### src/design/ps2m_pkg.sv
// ----------------------------------------------------------------------------
// ps2m_pkg
// Shared types, widths and helpers for the PS/2 mouse cursor tracker.
// ----------------------------------------------------------------------------
package ps2m_pkg;

    localparam int COORD_BITS = 12;
    localparam int CFG_BITS   = 13;
    localparam int COORD_MAX  = (1 << COORD_BITS) - 1;
    localparam int ADDR_BITS  = 3;
    localparam int DATA_BITS  = 32;

    localparam logic [CFG_BITS-1:0] RESET_WIDTH  = 13'd800;
    localparam logic [CFG_BITS-1:0] RESET_HEIGHT = 13'd600;

    localparam logic [COORD_BITS-1:0] RESET_X = COORD_BITS'((400 > COORD_MAX) ? COORD_MAX : 400);
    localparam logic [COORD_BITS-1:0] RESET_Y = COORD_BITS'((300 > COORD_MAX) ? COORD_MAX : 300);

    // flag byte bits
    localparam int FLAG_SYNC  = 3;
    localparam int FLAG_XSIGN = 4;
    localparam int FLAG_YSIGN = 5;
    localparam int FLAG_XOVF  = 6;
    localparam int FLAG_YOVF  = 7;

    // register indexes (paddr[2])
    localparam logic REG_WIDTH  = 1'b0;
    localparam logic REG_HEIGHT = 1'b1;

    typedef struct packed {
        logic [7:0] rx_byte;
        logic       from_aux;
    } t_in_beat;

    typedef struct packed {
        logic [11:0] cursor_x;
        logic [11:0] cursor_y;
        logic [2:0]  button_bits;
        logic        moved;
    } t_out_beat;

    typedef struct packed {
        logic sign;
        logic skip;
        logic subtract;
    } t_axis_ctl;

    function automatic logic [COORD_BITS-1:0] axis_limit(input logic [CFG_BITS-1:0] size);
        int v;
        v = (size == '0) ? 0 : int'(size) - 1;
        if (v > COORD_MAX) begin
            v = COORD_MAX;
        end
        return COORD_BITS'(v);
    endfunction

endpackage

### src/design/ps2m_axis.sv
// ----------------------------------------------------------------------------
// ps2m_axis
// One cursor axis: adds or subtracts a 9-bit signed delta (or holds on skip) and clamps to [0, limit].
// ----------------------------------------------------------------------------
module ps2m_axis (
    input  logic [ps2m_pkg::COORD_BITS-1:0] i_pos,
    input  logic [7:0]                      i_delta,
    input  ps2m_pkg::t_axis_ctl             i_ctl,
    input  logic [ps2m_pkg::COORD_BITS-1:0] i_limit,
    output logic [ps2m_pkg::COORD_BITS-1:0] o_pos
);

    localparam int W = ps2m_pkg::COORD_BITS;

    logic signed [W+1:0] s_pos;
    logic signed [W+1:0] s_delta;
    logic signed [W+1:0] s_sum;
    logic signed [W+1:0] s_lim;

    assign s_pos   = signed'({2'b00, i_pos});
    assign s_delta = signed'({{(W-6){i_ctl.sign}}, i_delta});
    assign s_lim   = signed'({2'b00, i_limit});

    always_comb begin
        if (i_ctl.skip) begin
            s_sum = s_pos;
        end else if (i_ctl.subtract) begin
            s_sum = s_pos - s_delta;
        end else begin
            s_sum = s_pos + s_delta;
        end
        if (s_sum < 0) begin
            o_pos = '0;
        end else if (s_sum > s_lim) begin
            o_pos = i_limit;
        end else begin
            o_pos = s_sum[W-1:0];
        end
    end

endmodule

### src/design/ps2_mouse_packet_cursor_tracker.sv
// ----------------------------------------------------------------------------
// ps2_mouse_packet_cursor_tracker
// Decodes three-byte PS/2 mouse packets and tracks a clamped cursor position.
// ----------------------------------------------------------------------------
// Usage:
//   Input channel (i_valid / o_stall / i_in_beat) carries controller bytes
//   tagged with from_aux; untagged bytes are dropped. Output channel
//   (o_valid / i_stall / o_out_beat) carries one beat per completed packet:
//   position, buttons and a moved flag.
//   Path: a packet's third byte, once accepted, passes the input register,
//   then the result register, before it shows up as an output beat.
//   Throughput: one byte per cycle while the output is not stalled; the state
//   update is a single add or subtract and clamp per axis between the two registers.
//   A stalled output beat holds; the input register then fills and o_stall
//   is raised until the receiver takes the beat.
//   Reset: phase waits for a flag byte, cursor at (400, 300), buttons clear,
//   screen 800 x 600. Screen size is set over the APB port (width at 0x0,
//   height at 0x4); the user must write it only while the block is idle, as the block does not enforce this.
// ----------------------------------------------------------------------------
module ps2_mouse_packet_cursor_tracker (
    input  logic                             i_clk,
    input  logic                             i_rst_n,
    input  logic                             i_valid,
    output logic                             o_stall,
    input  ps2m_pkg::t_in_beat               i_in_beat,
    output logic                             o_valid,
    input  logic                             i_stall,
    output ps2m_pkg::t_out_beat              o_out_beat,
    input  logic                             psel,
    input  logic                             penable,
    input  logic                             pwrite,
    input  logic [ps2m_pkg::ADDR_BITS-1:0]   paddr,
    input  logic [ps2m_pkg::DATA_BITS-1:0]   pwdata,
    output logic [ps2m_pkg::DATA_BITS-1:0]   prdata,
    output logic                             pready
);

    localparam int W = ps2m_pkg::COORD_BITS;

    localparam logic [1:0] PH_FLAG = 2'd0;
    localparam logic [1:0] PH_X    = 2'd1;
    localparam logic [1:0] PH_Y    = 2'd2;

    logic [ps2m_pkg::CFG_BITS-1:0] r_width;
    logic [ps2m_pkg::CFG_BITS-1:0] r_height;

    logic                r_in_valid;
    ps2m_pkg::t_in_beat  r_in;
    logic                r_out_valid;
    ps2m_pkg::t_out_beat r_out;

    logic [1:0]   r_phase;
    logic [7:0]   r_flag;
    logic [7:0]   r_xbyte;
    logic [W-1:0] r_pos_x;
    logic [W-1:0] r_pos_y;
    logic [2:0]   r_buttons;

    logic [1:0]   n_phase;
    logic         advance;
    logic         take;
    logic         fire;
    logic [W-1:0] lim_x;
    logic [W-1:0] lim_y;
    logic [W-1:0] n_pos_x;
    logic [W-1:0] n_pos_y;
    ps2m_pkg::t_axis_ctl ctl_x;
    ps2m_pkg::t_axis_ctl ctl_y;
    ps2m_pkg::t_out_beat n_out;
    logic         cfg_wr;

    // config port
    assign pready = 1'b1;
    assign cfg_wr = psel && penable && pwrite;

    always_ff @(posedge i_clk) begin
        if (!i_rst_n) begin
            r_width  <= ps2m_pkg::RESET_WIDTH;
            r_height <= ps2m_pkg::RESET_HEIGHT;
        end else if (cfg_wr) begin
            if (paddr[2] == ps2m_pkg::REG_WIDTH) begin
                r_width <= pwdata[ps2m_pkg::CFG_BITS-1:0];
            end else begin
                r_height <= pwdata[ps2m_pkg::CFG_BITS-1:0];
            end
        end
    end

    always_comb begin
        if (paddr[2] == ps2m_pkg::REG_WIDTH) begin
            prdata = {{(ps2m_pkg::DATA_BITS-ps2m_pkg::CFG_BITS){1'b0}}, r_width};
        end else begin
            prdata = {{(ps2m_pkg::DATA_BITS-ps2m_pkg::CFG_BITS){1'b0}}, r_height};
        end
    end

    // pipeline control
    assign advance = !(r_out_valid && i_stall);
    assign o_stall = r_in_valid && !advance;
    assign take    = r_in_valid && r_in.from_aux && advance;

    always_ff @(posedge i_clk) begin
        if (!i_rst_n) begin
            r_in_valid <= 1'b0;
        end else if (!o_stall) begin
            r_in_valid <= i_valid;
        end
    end

    always_ff @(posedge i_clk) begin
        if (!o_stall) begin
            r_in <= i_in_beat;
        end
    end

    // packet decode
    always_comb begin
        fire = 1'b0;
        case (r_phase)
            PH_X: begin
                n_phase = PH_Y;
            end
            PH_Y: begin
                n_phase = PH_FLAG;
                fire    = 1'b1;
            end
            default: begin
                n_phase = r_in.rx_byte[ps2m_pkg::FLAG_SYNC] ? PH_X : PH_FLAG;
            end
        endcase
    end

    assign lim_x = ps2m_pkg::axis_limit(r_width);
    assign lim_y = ps2m_pkg::axis_limit(r_height);

    assign ctl_x = '{sign:     r_flag[ps2m_pkg::FLAG_XSIGN],
                     skip:     r_flag[ps2m_pkg::FLAG_XOVF],
                     subtract: 1'b0};
    assign ctl_y = '{sign:     r_flag[ps2m_pkg::FLAG_YSIGN],
                     skip:     r_flag[ps2m_pkg::FLAG_YOVF],
                     subtract: 1'b1};

    ps2m_axis u_axis_x (
        .i_pos   (r_pos_x),
        .i_delta (r_xbyte),
        .i_ctl   (ctl_x),
        .i_limit (lim_x),
        .o_pos   (n_pos_x)
    );

    ps2m_axis u_axis_y (
        .i_pos   (r_pos_y),
        .i_delta (r_in.rx_byte),
        .i_ctl   (ctl_y),
        .i_limit (lim_y),
        .o_pos   (n_pos_y)
    );

    always_comb begin
        n_out.cursor_x    = 12'(n_pos_x);
        n_out.cursor_y    = 12'(n_pos_y);
        n_out.button_bits = r_flag[2:0];
        n_out.moved       = (r_xbyte != 8'd0) || (r_in.rx_byte != 8'd0);
    end

    always_ff @(posedge i_clk) begin
        if (!i_rst_n) begin
            r_phase   <= PH_FLAG;
            r_flag    <= '0;
            r_xbyte   <= '0;
            r_pos_x   <= ps2m_pkg::RESET_X;
            r_pos_y   <= ps2m_pkg::RESET_Y;
            r_buttons <= '0;
        end else if (take) begin
            r_phase <= n_phase;
            if (fire) begin
                r_pos_x   <= n_pos_x;
                r_pos_y   <= n_pos_y;
                r_buttons <= r_flag[2:0];
            end else if (r_phase == PH_X) begin
                r_xbyte <= r_in.rx_byte;
            end else begin
                r_flag <= r_in.rx_byte;
            end
        end
    end

    // result register
    always_ff @(posedge i_clk) begin
        if (!i_rst_n) begin
            r_out_valid <= 1'b0;
        end else if (advance) begin
            r_out_valid <= take && fire;
        end
    end

    always_ff @(posedge i_clk) begin
        if (take && fire) begin
            r_out <= n_out;
        end
    end

    assign o_valid    = r_out_valid;
    assign o_out_beat = r_out;

    // checks
    a_stall_cause: assert property (@(posedge i_clk) disable iff (!i_rst_n)
        o_stall |-> (r_out_valid && i_stall && r_in_valid))
        else $error("input stalled without a blocked output beat");

    a_beat_source: assert property (@(posedge i_clk) disable iff (!i_rst_n)
        $rose(o_valid) |-> $past(r_in_valid && r_in.from_aux && r_phase == PH_Y))
        else $error("output beat without a third packet byte");

    a_buttons_held: assert property (@(posedge i_clk) disable iff (!i_rst_n)
        o_valid |-> (o_out_beat.button_bits == r_buttons))
        else $error("output buttons differ from held buttons");

endmodule

### config.mk
export PLATFORM = sky130hd
export DESIGN_NAME = ps2_mouse_packet_cursor_tracker
export DESIGN_NICKNAME = d
export VERILOG_FILES = /design/src/design/ps2m_pkg.sv /design/src/design/ps2m_axis.sv /design/src/design/ps2_mouse_packet_cursor_tracker.sv
export SDC_FILE = /design/constraint.sdc
export NUM_CORES = 1
export LEC_CHECK = 0
export BUFFER_PORTS_ARGS = -buffer_cell sky130_fd_sc_hd__buf_2
export CORE_MARGIN = 8
export CORE_UTILIZATION = 55
export DETAILED_ROUTE_END_ITERATION = 16
export MAX_ROUTING_LAYER = met4
export PLACE_DENSITY = 0.76
export SLEW_MARGIN = 10
export SYNTH_ARGS = -nofsm -noshare
export SYNTH_HDL_FRONTEND = slang
export SYNTH_SLANG_ARGS = --single-unit
### constraint.sdc
create_clock -name i_clk -period 5.3 [get_ports i_clk]
set_clock_uncertainty 0.2 [all_clocks]
set_input_delay 0 -clock i_clk [delete_from_list [all_inputs] [get_ports i_clk]]
set_output_delay 0 -clock i_clk [all_outputs]
set_load 0.02 [all_outputs]
==> impl_metrics.py <==
metrics = {
    "outcome": {
        "status": "finished, final reports clean",
    },
    "die": {
        "start_util": 0.5627,
        "rows": 41,
        "ios": 114,
        "core_um2": 12620,
        "dieArea_um2": 16800,
        "dieWidth_um": 129.6,
        "die_y_um": 129.6,
    },
    "worst_setup_path": {
        "path_max_fanout": 7,
        "worstPathArrival_ns": 4.78,
        "worst_path_max_delay_cell": "edfxtp_1",
        "reg2reg_slack_ns": 0.49,
        "cp-end-kind": "flip-flop",
        "required_ns": 5.27,
        "slowest_delay_ns": 0.44,
        "reg2reg_depth": 18,
        "path_class": "reg2reg",
        "worstReg2RegEnd": "o_out_beat[8]",
        "critPathLaunch": "r_in[1]",
        "r2r-start": "r_in[1]",
        "startpoint_type": "flip-flop",
        "crit_chain": "ha_1, inv_1, fa_1, a21o_1, a211oi_1, o21ai_0, a31o_2, a21oi_1, xor2_1, o21ai_0, ha_1, nand2_1, o32ai_1, a221oi_1, o31ai_2, buf_4, mux2_2, nor2_1",
    },
    "cts": {
        "numCtsBuffers": 9,
        "postCtsSetupBuffers": 0,
        "cts-htree-levels": 3,
        "cts_sinks": 106,
        "cts_hold_buf": 27,
        "cts_tree": "yes",
        "clk_pin_slew_ns": 0.07,
        "ctsResizeCount": 0,
        "clk_path_buf_depth": 2,
        "clk_latency_ns": 0.36,
        "root_buffer": "clkbuf_16",
    },
    "logic_synthesis": {
        "synth_top_flop_cell": "dfxtp_1",
        "async_flop_share": 0,
        "synth_edf_count": 37,
        "yosysUniqueCellTypes": 77,
        "ys_seq_elements": 106,
        "syn_area_um2": 7101,
        "syn_avg_cell_area_um2": 8.777,
        "yosysWarningCount": 0,
        "seq_area_frac_synth": 0.3510,
        "netlist_instances": 809,
    },
    "min_path": {
        "hp-start": "penable",
        "min_delay_worst_endpoint": "r_width[7]",
        "hold_path_depth": 5,
        "hold_class": "in2reg",
    },
    "sta": {
        "maxSlewViolCount": 0,
        "hold_violations": 0,
        "tns_ns": 0,
        "tightest_slew_ns": 0.8723,
        "rsz0062_at_grt": "no",
        "max_freq_mhz": 208.1,
        "setup_viol_count_final": 0,
        "fin_crit_ns": 4.805,
        "timing.final.crit_share": 0.9067,
        "slew-limit-headroom": 0.4171,
    },
    "global_route": {
        "grt_usage": 0.2156,
        "first_global_vias": 5596,
        "grt_max_degree": 38,
        "grt_pass1_wl_um": 27840,
        "antenna_found_initial": 0,
        "gr-total-overflow": 0,
    },
    "finish": {
        "nFillCells": 1112,
        "num_antenna_cells": 0,
        "area_growth_syn_to_layout_pct": 12.32,
        "nets": 994,
        "final_cells": 1066,
        "drive_above_1_share": 0.1600,
    },
    "drt": {
        "wire_per_inst_um": 16.21,
        "drt_iter0_drc": 380,
        "vias_per_cell": 5.541,
        "vias": 5907,
        "drt_wl_total_um": 17280,
        "final_antenna_net_count": 0,
        "drtPass1Iterations": 7,
        "drc": 0,
    },
    "placement": {
        "port_buffers": 72,
        "hpwlAfterDp_um": 12560,
        "gp_congestion": 0.8900,
        "dpl.cell_count": 1023,
    },
    "power_and_ir_drop": {
        "power.leakage_uw": 0.003361,
        "vdd_drop_max_mv": 0.1677,
        "powerDensity_nw_per_um2": 231.1,
    },
    "run": {
        "maxCapViolations": 0,
    },
}
-- synth_stat cells, types with 3 or more instances --
| master | instances | area [um^2] |
|---|---|---|
| nand2_1 | 114 | 427.9 |
| dfxtp_1 | 69 | 1381 |
| o21ai_0 | 53 | 265.3 |
| ha_1 | 52 | 650.6 |
| inv_1 | 51 | 191.4 |
| nor2_1 | 48 | 180.2 |
| a21oi_1 | 37 | 185.2 |
| edfxtp_1 | 37 | 1111 |
| mux2i_1 | 30 | 300.3 |
| a21boi_0 | 29 | 217.7 |
| clkbuf_1 | 26 | 97.59 |
| nand3_1 | 26 | 130.1 |
| buf_4 | 21 | 157.7 |
| mux2_2 | 20 | 225.2 |
| xor2_1 | 16 | 140.1 |
| nor2b_1 | 15 | 93.84 |
| nor3_1 | 15 | 75.07 |
| xnor2_1 | 15 | 131.4 |
| o211ai_1 | 10 | 75.07 |
| a21o_1 | 9 | 67.56 |
| nand4_1 | 7 | 43.79 |
| nor4_1 | 7 | 43.79 |
| o21a_1 | 7 | 52.55 |
| or3_1 | 6 | 37.54 |
| nand3b_1 | 5 | 37.54 |
| o21ba_2 | 5 | 50.05 |
| and2_1 | 4 | 25.02 |
| nand2b_1 | 4 | 25.02 |
| o31ai_1 | 4 | 30.03 |
| a31oi_1 | 3 | 18.77 |
| or2_2 | 3 | 18.77 |
-- cell usage in the layout (no fill, tap or decap), types with 3 or more instances in the layout --
cell           count
clkinv_2           3
a21boi_0          29
nor3_1            15
nand4_1            7
ha_1              52
buf_4              7
nand3b_1           5
o211ai_1          10
nand2b_1           4
clkbuf_16          9
a31oi_1            3
mux2i_1           30
a21o_1             9
o21ai_0           53
nor4_1             7
and2_1             4
a21oi_1           37
or2_2              3
dlygate4sd3_1     27
edfxtp_1          37
nor2_1            48
conb_1            20
xnor2_1           15
o31ai_1            4
buf_2             72
inv_1             51
or3_1              6
dfxtp_1           69
o21ba_2            5
nand2_1          114
xor2_1            16
mux2_2            20
nor2b_1           15
nand3_1           26
o21a_1             7
-- worst max-delay path: cells and delay by family, from the launching register on --
family	cells	cell delay [ns]
AOI/OAI and AO/OA	9	1.98
adders and majority gates	3	0.98
DFF	1	0.44
muxes	1	0.35
buffers and inverters	2	0.28
and+or+nand+nor	2	0.25
xor gates and xnor gates	1	0.16
-- report_power, final --
| group | switching (uW) | leakage [uW] | total [uW] | internal, uW |
|---|---|---|---|---|
| combinational | 196 | 0.00233 | 347 | 151 |
| clock | 300 | 0.000129 | 618 | 318 |
| sequential | 19.0 | 0.000899 | 879 | 860 |
| total | 515 | 0.00336 | 1840 | 1330 |
-- state kept, by name, summed over array words and instances, names as in the netlist --
signal,flops
r_height,13
r_width,13
r_pos_x,12
r_xbyte,8
r_flag,7
r_pos_y,12
o_out_beat,28
r_in,9
o_valid,1
r_phase,2
r_in_valid,1
-- cell families (layout without fill, tap and decap cells) --
family	count (synthesis)	after routing	synth area share
AND/OR/NAND/NOR	270	270	0.1817
multiplexers	52	52	0.07824
other	2	20	0.001058
XOR/XNOR	31	31	0.03824
adder cells (fa/ha/maj)	55	55	0.09885
buffers and inverters	107	174	0.07753
AO/OA/AOI/OAI	186	186	0.1734
flip-flops	106	106	0.3510
-- worst max path at each step --
stage               slack [ns]             end  depth (start not counted)
finish                    0.49   o_out_beat[8]                         18
global route              0.15   o_out_beat[8]                         18
CTS                       0.58   o_out_beat[8]                         18
detailed placement        0.59  o_out_beat[24]                         17
global placement          0.60      r_pos_x[6]                         17
floorplan                 0.86      r_pos_x[1]                         18
-- area by class of cell --
class	count	area [um^2]	share of cell area
Clock inverter	5	31.28	0.003922
Clock buffer	11	232.7	0.02918
Tap cell	172	215.2	0.02698
Inverter	52	195.2	0.02447
Timing Repair Buffer	106	683.2	0.08566
Multi-Input combinational cell	614	4125	0.5173
Sequential cell	106	2492	0.3125
-- stage by stage --
step | hold WS [ns] | instance area [um^2] | utilization | setup WS (ns) | power [uW]
after global routing | 0.1065 | 7975 | 0.6320 | 0.1462 | 1921
after detailed placement | -0.02188 | 7441 | 0.5896 | 0.5938 | 1221
after floorplan | -0.1011 | 7168 | - | 0.8572 | 1151
after global placement | -0.02013 | 7441 | 0.5896 | 0.6012 | 1216
final | 0.05174 | 7975 | 0.6320 | 0.4946 | 1843
after CTS | 0.03926 | 7975 | 0.6320 | 0.5765 | 1849
-- per-layer routing --
metal	share of wire	GRT usage
met2	0.46	0.3406
met3	0.051	0.03862
met4	0.016	0.06694
met5	0	-
met1	0.47	0.2756
(Power assumes the default switching activity.)
